===== config.mk =====
export PLATFORM = sky130hd
export DESIGN_NAME = aircon_remote_state_tracker
export DESIGN_NICKNAME = d
export VERILOG_FILES = /design/src/rtl/acrst_pkg.sv /design/src/rtl/aircon_remote_state_tracker.sv /design/src/rtl/acrst_step.sv
export VERILOG_INCLUDE_DIRS = /design/src /design/src/rtl
export SDC_FILE = /design/constraint.sdc
export NUM_CORES = 1
export LEC_CHECK = 0
export BUFFER_PORTS_ARGS = -buffer_cell sky130_fd_sc_hd__buf_2
export CORE_MARGIN = 4
export CORE_UTILIZATION = 55
export DETAILED_ROUTE_END_ITERATION = 8
export PLACE_DENSITY = 0.88
export SYNTH_ARGS = -nofsm -noshare
export SYNTH_HDL_FRONTEND = slang
export SYNTH_SLANG_ARGS = --single-unit

===== constraint.sdc =====
create_clock -name clk -period 8.2 [get_ports clk]
set_clock_uncertainty 0.2 [all_clocks]
set_input_delay 0.82 -clock clk [delete_from_list [all_inputs] [get_ports clk]]
set_output_delay 0.82 -clock clk [all_outputs]
set_load 0.02 [all_outputs]

===== src/rtl/aircon_remote_state_tracker_defines.svh =====
// Assertion macros used by the tracker's RTL.
`ifndef AIRCON_REMOTE_STATE_TRACKER_DEFINES_SVH
`define AIRCON_REMOTE_STATE_TRACKER_DEFINES_SVH

`define ACRST_ASSERT_NOW(label, ante, cons, msg) \
	label: assert property (@(posedge clk) disable iff (!arst_n) (ante) |-> (cons)) \
		else $error(msg);

`define ACRST_ASSERT_NEXT(label, ante, cons, msg) \
	label: assert property (@(posedge clk) disable iff (!arst_n) (ante) |=> (cons)) \
		else $error(msg);

`endif


===== src/rtl/acrst_pkg.sv =====
package acrst_pkg;

	typedef enum logic [3:0] {
		CMD_TICK   = 4'd0,
		CMD_POWER  = 4'd1,
		CMD_TIMER  = 4'd2,
		CMD_UP     = 4'd3,
		CMD_DOWN   = 4'd4,
		CMD_MODE   = 4'd5,
		CMD_FAN    = 4'd6,
		CMD_SILENT = 4'd7,
		CMD_ECO    = 4'd8,
		CMD_FLAP   = 4'd9,
		CMD_LOAD   = 4'd10
	} cmd_t;

	localparam logic [1:0] MODE_COOL = 2'd0;
	localparam logic [1:0] MODE_DRY  = 2'd1;
	localparam logic [1:0] MODE_FAN  = 2'd2;

	localparam logic [1:0] FAN_MIN  = 2'd0;
	localparam logic [1:0] FAN_MED  = 2'd1;
	localparam logic [1:0] FAN_MAX  = 2'd2;
	localparam logic [1:0] FAN_AUTO = 2'd3;

	localparam logic [1:0] TMR_OFF  = 2'd0;
	localparam logic [1:0] TMR_EDIT = 2'd1;
	localparam logic [1:0] TMR_RUN  = 2'd2;

	localparam logic [5:0] STEP_KNEE_HALFH = 6'd20;

	localparam logic [2:0] REG_TEMP_MIN    = 3'd0;
	localparam logic [2:0] REG_TEMP_MAX    = 3'd1;
	localparam logic [2:0] REG_TIMER_MIN   = 3'd2;
	localparam logic [2:0] REG_TIMER_MAX   = 3'd3;
	localparam logic [2:0] REG_EDIT_WINDOW = 3'd4;

	localparam int CHANGED_BIT = 22;

	typedef struct packed {
		logic       power_on;
		logic [1:0] mode;
		logic [5:0] set_temp;
		logic [1:0] fan;
		logic       silent;
		logic       eco;
		logic       swing;
		logic [1:0] tmr_state;
		logic [5:0] tmr_len;
	} panel_t;

	typedef struct packed {
		logic [5:0]  temp_min;
		logic [5:0]  temp_max;
		logic [5:0]  tmr_len_lo;
		logic [5:0]  tmr_len_hi;
		logic [15:0] edit_window_ticks;
	} cfg_t;

endpackage


===== src/rtl/aircon_remote_state_tracker.sv =====
// Shadows the panel state of an air conditioner from a stream of panel events.
// The slave channel takes one event word per cycle: s_tuser carries the command
// (tick, button or load) and s_tdata the values that a load writes. For every
// event the master channel returns one word with the whole panel state after
// the event and a flag that tells whether anything changed or a load came.
// An event is captured in an input register, worked through combinationally
// and placed in the output register. One event is taken every cycle while
// m_tready is high. When the receiver stalls, the output register holds its
// word and the input register takes one more event; s_tready then falls until
// the output drains. The configuration port writes the setpoint and timer
// bounds and the edit window; writes take effect at once. The user must write
// only while no event is in flight; the block does not enforce this. Reset
// sets power off, cool mode, 24 degrees, auto fan, flags clear, timer off at
// one hour, and the default bounds; no event is lost or repeated on a stall.
`include "aircon_remote_state_tracker_defines.svh"

module aircon_remote_state_tracker #(
	parameter int WINDOW_BITS = 16
) (
	input  logic        clk,
	input  logic        arst_n,
	input  logic        s_tvalid,
	output logic        s_tready,
	// load_on, load_mode, load_temp, load_fan, load_silent, load_eco, load_swing,
	// load_tmr_state, load_tmr_len, then two unused bits.
	input  logic [23:0] s_tdata,
	// cmd.
	input  logic [3:0]  s_tuser,
	output logic        m_tvalid,
	input  logic        m_tready,
	// power_on, mode, set_temp, fan, silent, eco, swing, tmr_state,
	// tmr_len, changed, then one zero bit.
	output logic [23:0] m_tdata,
	input  logic        cfg_we,
	input  logic [2:0]  cfg_addr,
	input  logic [15:0] cfg_wdata
);
	import acrst_pkg::*;

	logic                   valid_s1;
	logic [3:0]             cmd_s1;
	panel_t                 load_s1;
	logic                   m_valid_q;
	logic [23:0]            m_data_q;
	panel_t                 state_q;
	logic [WINDOW_BITS-1:0] cnt_q;
	cfg_t                   cfg_q;
	panel_t                 nxt;
	logic [WINDOW_BITS-1:0] cnt_nxt;
	logic                   changed;
	logic                   advance;
	logic                   take;

	assign advance  = !m_valid_q || m_tready;
	assign take     = valid_s1 && advance;
	assign s_tready = !valid_s1 || advance;
	assign m_tvalid = m_valid_q;
	assign m_tdata  = m_data_q;

	acrst_step #(
		.WINDOW_BITS(WINDOW_BITS)
	) u_step (
		.cfg    (cfg_q),
		.cur    (state_q),
		.cnt    (cnt_q),
		.cmd    (cmd_s1),
		.ld     (load_s1),
		.nxt    (nxt),
		.cnt_nxt(cnt_nxt),
		.changed(changed)
	);

	always_ff @(posedge clk or negedge arst_n) begin
		if (!arst_n) begin
			valid_s1  <= 1'b0;
			m_valid_q <= 1'b0;
		end else begin
			if (s_tready) valid_s1 <= s_tvalid;
			if (advance) m_valid_q <= valid_s1;
		end
	end

	always_ff @(posedge clk) begin
		if (s_tvalid && s_tready) begin
			cmd_s1              <= s_tuser;
			load_s1.power_on    <= s_tdata[0];
			load_s1.mode        <= s_tdata[2:1];
			load_s1.set_temp    <= s_tdata[8:3];
			load_s1.fan         <= s_tdata[10:9];
			load_s1.silent      <= s_tdata[11];
			load_s1.eco         <= s_tdata[12];
			load_s1.swing       <= s_tdata[13];
			load_s1.tmr_state   <= s_tdata[15:14];
			load_s1.tmr_len     <= s_tdata[21:16];
		end
		if (take) begin
			m_data_q <= {1'b0, changed, nxt.tmr_len, nxt.tmr_state, nxt.swing, nxt.eco,
				nxt.silent, nxt.fan, nxt.set_temp, nxt.mode, nxt.power_on};
		end
	end

	always_ff @(posedge clk or negedge arst_n) begin
		if (!arst_n) begin
			state_q.power_on  <= 1'b0;
			state_q.mode      <= MODE_COOL;
			state_q.set_temp  <= 6'd24;
			state_q.fan       <= FAN_AUTO;
			state_q.silent    <= 1'b0;
			state_q.eco       <= 1'b0;
			state_q.swing     <= 1'b0;
			state_q.tmr_state <= TMR_OFF;
			state_q.tmr_len   <= 6'd2;
			cnt_q             <= '0;
		end else if (take) begin
			state_q <= nxt;
			cnt_q   <= cnt_nxt;
		end
	end

	always_ff @(posedge clk or negedge arst_n) begin
		if (!arst_n) begin
			cfg_q.temp_min          <= 6'd16;
			cfg_q.temp_max          <= 6'd30;
			cfg_q.tmr_len_lo        <= 6'd1;
			cfg_q.tmr_len_hi        <= 6'd48;
			cfg_q.edit_window_ticks <= 16'd4000;
		end else if (cfg_we) begin
			case (cfg_addr)
				REG_TEMP_MIN:    cfg_q.temp_min          <= cfg_wdata[5:0];
				REG_TEMP_MAX:    cfg_q.temp_max          <= cfg_wdata[5:0];
				REG_TIMER_MIN:   cfg_q.tmr_len_lo        <= cfg_wdata[5:0];
				REG_TIMER_MAX:   cfg_q.tmr_len_hi        <= cfg_wdata[5:0];
				REG_EDIT_WINDOW: cfg_q.edit_window_ticks <= cfg_wdata;
				default: cfg_q <= cfg_q;
			endcase
		end
	end

	`ACRST_ASSERT_NEXT(a_load_changed, take && cmd_s1 == CMD_LOAD, m_tdata[CHANGED_BIT], "load word not flagged as changed")
	`ACRST_ASSERT_NEXT(a_take_shows, take, m_tvalid, "finished word did not reach the output")
	`ACRST_ASSERT_NOW(a_dry_fan_auto, m_tvalid && m_tdata[2:1] == MODE_DRY, m_tdata[10:9] == FAN_AUTO, "dry mode word without auto fan")

endmodule


===== src/rtl/acrst_step.sv =====
module acrst_step #(
	parameter int WINDOW_BITS = 16
) (
	input  acrst_pkg::cfg_t           cfg,
	input  acrst_pkg::panel_t         cur,
	input  logic [WINDOW_BITS-1:0]    cnt,
	input  logic [3:0]                cmd,
	input  acrst_pkg::panel_t         ld,
	output acrst_pkg::panel_t         nxt,
	output logic [WINDOW_BITS-1:0]    cnt_nxt,
	output logic                      changed
);
	import acrst_pkg::*;

	localparam logic [31:0] WIN_MAX = 32'((64'd1 << WINDOW_BITS) - 64'd1);

	function automatic logic [5:0] clamp8(logic signed [7:0] v, logic [5:0] lo,
			logic [5:0] hi);
		logic signed [7:0] r;
		r = v;
		if (r < $signed({2'b00, lo})) r = $signed({2'b00, lo});
		if (r > $signed({2'b00, hi})) r = $signed({2'b00, hi});
		return r[5:0];
	endfunction

	logic [31:0]            win32;
	logic [WINDOW_BITS-1:0] arm_val;
	logic signed [7:0]      h_up;
	logic signed [7:0]      h_dn;
	logic signed [7:0]      t_step;
	logic                   is_load;
	logic                   editing;
	panel_t                 s;

	assign win32   = {16'd0, cfg.edit_window_ticks};
	assign arm_val = (win32 > WIN_MAX) ? WIN_MAX[WINDOW_BITS-1:0] : win32[WINDOW_BITS-1:0];
	assign is_load = (cmd == CMD_LOAD);

	assign h_up = $signed({2'b00, cur.tmr_len})
		+ ((cur.tmr_len < STEP_KNEE_HALFH) ? 8'sd1 : 8'sd2);
	assign h_dn = $signed({2'b00, cur.tmr_len})
		- ((cur.tmr_len > STEP_KNEE_HALFH) ? 8'sd2 : 8'sd1);
	assign t_step = $signed({2'b00, cur.set_temp}) + ((cmd == CMD_UP) ? 8'sd1 : -8'sd1);

	always_comb begin
		s       = cur;
		cnt_nxt = cnt;
		editing = 1'b0;
		if (is_load) begin
			s = ld;
			if (ld.mode == 2'd3) s.mode = MODE_COOL;
			if (ld.tmr_state == 2'd3) s.tmr_state = TMR_OFF;
		end else begin
			if (cmd == CMD_TICK && cnt != '0) cnt_nxt = cnt - WINDOW_BITS'(1);
			if (s.tmr_state == TMR_EDIT && cnt_nxt == '0) s.tmr_state = TMR_RUN;
			editing = (s.tmr_state == TMR_EDIT);
			if (cmd == CMD_POWER) begin
				s.power_on = ~s.power_on;
			end else if (cmd == CMD_TIMER) begin
				if (editing) begin
					s.tmr_state = TMR_OFF;
				end else begin
					s.tmr_state = TMR_EDIT;
					cnt_nxt     = arm_val;
				end
			end else if (editing && (cmd == CMD_UP || cmd == CMD_DOWN)) begin
				s.tmr_len = clamp8((cmd == CMD_UP) ? h_up : h_dn,
					cfg.tmr_len_lo, cfg.tmr_len_hi);
				cnt_nxt = arm_val;
			end else if (!s.power_on) begin
				s = s;
			end else if (cmd == CMD_MODE) begin
				case (s.mode)
					MODE_COOL: s.mode = MODE_DRY;
					MODE_DRY:  s.mode = MODE_FAN;
					default:   s.mode = MODE_COOL;
				endcase
			end else if (cmd == CMD_UP || cmd == CMD_DOWN) begin
				if (s.mode == MODE_COOL && t_step >= $signed({2'b00, cfg.temp_min})
						&& t_step <= $signed({2'b00, cfg.temp_max})) begin
					s.set_temp = t_step[5:0];
				end
			end else if (cmd == CMD_FAN) begin
				if (s.mode == MODE_COOL) begin
					s.fan = s.fan + 2'd1;
				end else if (s.mode == MODE_FAN) begin
					case (s.fan)
						FAN_MIN: s.fan = FAN_MED;
						FAN_MED: s.fan = FAN_MAX;
						FAN_MAX: s.fan = FAN_MIN;
						default: s.fan = FAN_MED;
					endcase
				end
			end else if (cmd == CMD_SILENT) begin
				if (s.mode == MODE_COOL) s.silent = ~s.silent;
			end else if (cmd == CMD_ECO) begin
				if (s.mode == MODE_COOL) s.eco = ~s.eco;
			end else if (cmd == CMD_FLAP) begin
				s.swing = ~s.swing;
			end
		end

		nxt = s;
		if (nxt.set_temp < cfg.temp_min) nxt.set_temp = cfg.temp_min;
		if (nxt.set_temp > cfg.temp_max) nxt.set_temp = cfg.temp_max;
		if (nxt.tmr_len < cfg.tmr_len_lo) nxt.tmr_len = cfg.tmr_len_lo;
		if (nxt.tmr_len > cfg.tmr_len_hi) nxt.tmr_len = cfg.tmr_len_hi;
		if (nxt.mode != MODE_COOL) begin
			nxt.silent = 1'b0;
			nxt.eco    = 1'b0;
		end
		if (nxt.mode == MODE_DRY) nxt.fan = FAN_AUTO;
		if (nxt.mode == MODE_FAN && nxt.fan == FAN_AUTO) nxt.fan = FAN_MAX;
	end

	assign changed = is_load || (nxt != cur);

endmodule

==> metrics.md <==
| Metric | Value |
|---|---|
| Outcome | finished with violations |
| Violated checks | design-rule violations, negative setup slack |
| Critical Path RT | 8.17 ns |
| Antenna Cells | 0 |
| Asr flop ratio synth | 62.02% |
| Post-synth net total | 1,050 |
| Final hold slack | 0.08733 ns |
| Worst Path Arrival | 9.12 ns |
| Global-route wire length before repair | 40.85 mm |
| Initial antenna violation count | 1 |
| Clock Sinks | 129 |
| Tot GR Track Use | 28.48% |
| Synthesized instance count | 937 |
| Routed via count | 8,268 |
| Design Power | 5.438 mW |
| Residual DRC | 1 |
| Sequential area share after synthesis | 38.95% |
| Total grt overflow | 0 |
| Fraction of layout cells with a size suffix above 1 | 30.91% |
| Worst-path clk slew | 0.07 ns |
| Mapped cell area | 0.008979 mm^2 |
| Crit-path most repeated cell | nand4_1 |
| Count of cell types in the netlist | 87 |
| Worst-Skew Late Latency | 0.44 ns |
| Pins Over Slew Limit | 0 |
| Leakage power | 4.605 nW |
| Final period util | 111.6% |
| CP Launch Type | flop |
| Total detailed-routing wirelength | 26.32 mm |
| Synthesized area per cell | 9.582 um^2 |
| Die area | 0.01843 mm^2 |
| Detailed router's first-iteration violation count | 864 |
| Largest cells by area after synthesis | dfrtp_1, edfxtp_1, ha_1 |
| Max_cap viols | 0 |
| Largest net degree at the start of global routing | 61 |
| Setup violations, final | 13 |
| Hold crit path type | input port to asynchronous set/reset pin |
| Final Hold Viols | 0 |
| Cell row count | 46 |
| CTS tree | yes |
| Post-synth EDFFs | 49 |
| CP max-delay cell | fa_2 |
| Post-synth top flop | dfrtp_1 |
| Synth area leader | dfrtp_1 |
| Vias in the first global route | 8,096 |
| Max stage delay on crit path | 0.53 ns |
| Crit Path Class | flop to flop |
| Number of port buffers | 74 |
| Max IR drop VDD | 0.2943 mV |
| Fillcell total | 1,167 |
| Die width | 135.8 um |
| Routed length per instance | 20.40 um |
| Crit end category | flop |
| Clock buffer depth | 2 |
| Tmin final | 9.148 ns |
| PD cells | 496.4 mW/mm^2 |
| DRT Pass-1 Iters | 9 |
| Peak Freq | 109.3 MHz |
| CP Max Fanout | 7 |
| IO Count | 78 |
| Clock root buffer master | clkbuf_16 |
| Ys Warns | 0 |
| Area delta synth->final | 22.00% |
| Setup WS post-layout | -0.9476 ns |
| Core box area | 0.01594 mm^2 |
| Vias/cell | 6.409 |
| # nets final | 1,174 |
| Setup repair after global routing missed its margin | yes |
| Dpl hpwl | 17.93 mm |
| Initial Util | 56.32% |
| Max transition margin | 23.29% |
| Remaining antenna violation count | 0 |
| Htree depth | 4 |
| Seq cells post-synth | 129 |
| CTS hold repair buffers | 0 |
| Die Ht | 135.8 um |
| Place WS | -0.8243 ns |
| Slew @ Worst Pin | 1.148 ns |
| Yosys top cell area share | 17.00% |
| GP Congestion | 0.9767 |
| Cts bufs inserted | 17 |
## layer usage
layer / routed length (um) / share of wire [%] / up-vias / global-route usage [%]
met5: 13 / 0.049 / - / 0
met4: 1363 / 5.2 / 2 / 15.90
met3: 2525 / 9.6 / 122 / 6.649
met2: 12280 / 47 / 493 / 45.27
met1: 10140 / 39 / 3905 / 35.84
li1: - / - / 3746 / -
## critical path, delay by kind of cell, from the launching register on
kind,cells,cell delay (ns)
compound gates,18,3.06
mux,2,0.63
flops,1,0.42
buf+inv,5,0.54
simple gates,12,1.89
fa+ha+maj,7,2.18
## final timing paths
kind                                         from                 endpoint  slack [ns]  cells after the start
max in group asynchronous                  arst_n  state_q[18]$_DFFE_PN0P_        6.61                      2
min in group clk             valid_s1$_DFFE_PN0N_     m_tvalid$_DFFE_PN0P_        0.30                      1
hold reg to reg              valid_s1$_DFFE_PN0N_     m_tvalid$_DFFE_PN0P_        0.30                      1
setup reg to reg           state_q[2]$_DFFE_PN0P_    m_tdata[22]$_DFFE_PP_       -0.95                     44
hold / removal                             arst_n  state_q[13]$_DFFE_PN0P_        0.09                      1
setup / recovery           state_q[2]$_DFFE_PN0P_    m_tdata[22]$_DFFE_PP_       -0.95                     44
## cell usage after synthesis (5+ instances only)
cell / instances
nand2_1: 71
nor2_1: 67
a21oi_1: 63
dfrtp_1: 61
mux2_2: 61
o21ai_0: 61
ha_1: 58
inv_1: 53
edfxtp_1: 49
clkbuf_1: 40
nand3_1: 26
dfstp_2: 19
nor3_1: 17
nand4_1: 16
xnor2_1: 16
nand2b_1: 13
nor2b_1: 13
a211oi_1: 12
xor2_1: 12
a21o_1: 11
o22ai_1: 11
and2_1: 9
nor4_1: 9
o211ai_1: 9
o21a_1: 9
o31ai_1: 9
a31oi_1: 8
mux2i_1: 7
and3_1: 6
nand3b_1: 5
## cells by family (layout without fill, tap and decap cells)
family,after synthesis,in the layout,share of synthesized area (%)
simple gates,286,286,17.02
compound gates,259,259,19.29
flops,129,129,38.95
buf+inv,104,241,4.626
mux,69,69,8.598
fa+ha+maj,61,61,8.751
xor+xnor,28,28,2.731
other cells,1,1,0.04177
## layout by cell type, fill, tap and decap left out, types with 10 or more instances in the layout
cell and n:
buf_2 73, xnor2_1 15, o21ai_0 55, nand2b_1 13, a21o_1 11, mux2_4 13, nor2b_1 12, nor2_1 65
a21oi_1 57, edfxtp_1 49, nand2_1 70, xor2_1 12, dfstp_2 19, mux2_2 49, clkbuf_16 18, nor3_1 13
o22ai_1 11, nand3_1 26, a211oi_1 10, buf_4 74, inv_1 51, ha_1 52, dfrtp_1 61, nand4_1 16
## power by group
part,leakage [nW],switching (mW),internal (mW),total [mW]
logic,2.90,1.80,1.71,3.51
clock network,0.296,0.312,0.479,0.791
registers,1.40,0.227,0.911,1.14
## state kept, by name, indices dropped and copies added, names as in the netlist
signal / flops
cfg_q: 40
cmd_s1: 4
cnt_q: 16
load_s1: 22
m_tdata: 23
m_tvalid: 1
state_q: 22
valid_s1: 1
## what timing repair did
item                                    4_1_cts  5_1_grt
resized for setup                            17       35
endpoints found under the setup margin       11       23
pin swaps                                     9       18
setup buffers                                10        4
## stage by stage
| step | utilization [%] | std cells | setup TNS (ns) | cell area [um^2] |
|---|---|---|---|---|
| 4_1_cts | 67.56 | 1286 | -0.5948 | 10770 |
| 3_5_place_dp | 62.88 | 1244 | -2.642 | 10020 |
| 2_1_floorplan | - | 937 | -0.06121 | 9090 |
| 6_report | 68.71 | 1290 | -4.976 | 10950 |
| 5_1_grt | 68.71 | 1290 | -6.911 | 10950 |
| 3_3_place_gp | 62.88 | 1244 | -0.5684 | 10020 |
## final cells by class
type	instances	area, um^2	area share (%)
tap	216	270.3	2.467
inverter	55	206.4	1.885
multi-input combinational	704	5365	48.98
clock buffer	19	464.2	4.238
sequential	129	3497	31.92
timing repair buffer	154	1003	9.160
clock inverter	13	147.6	1.348
No activity file was read; power rests on OpenSTA's default activity.
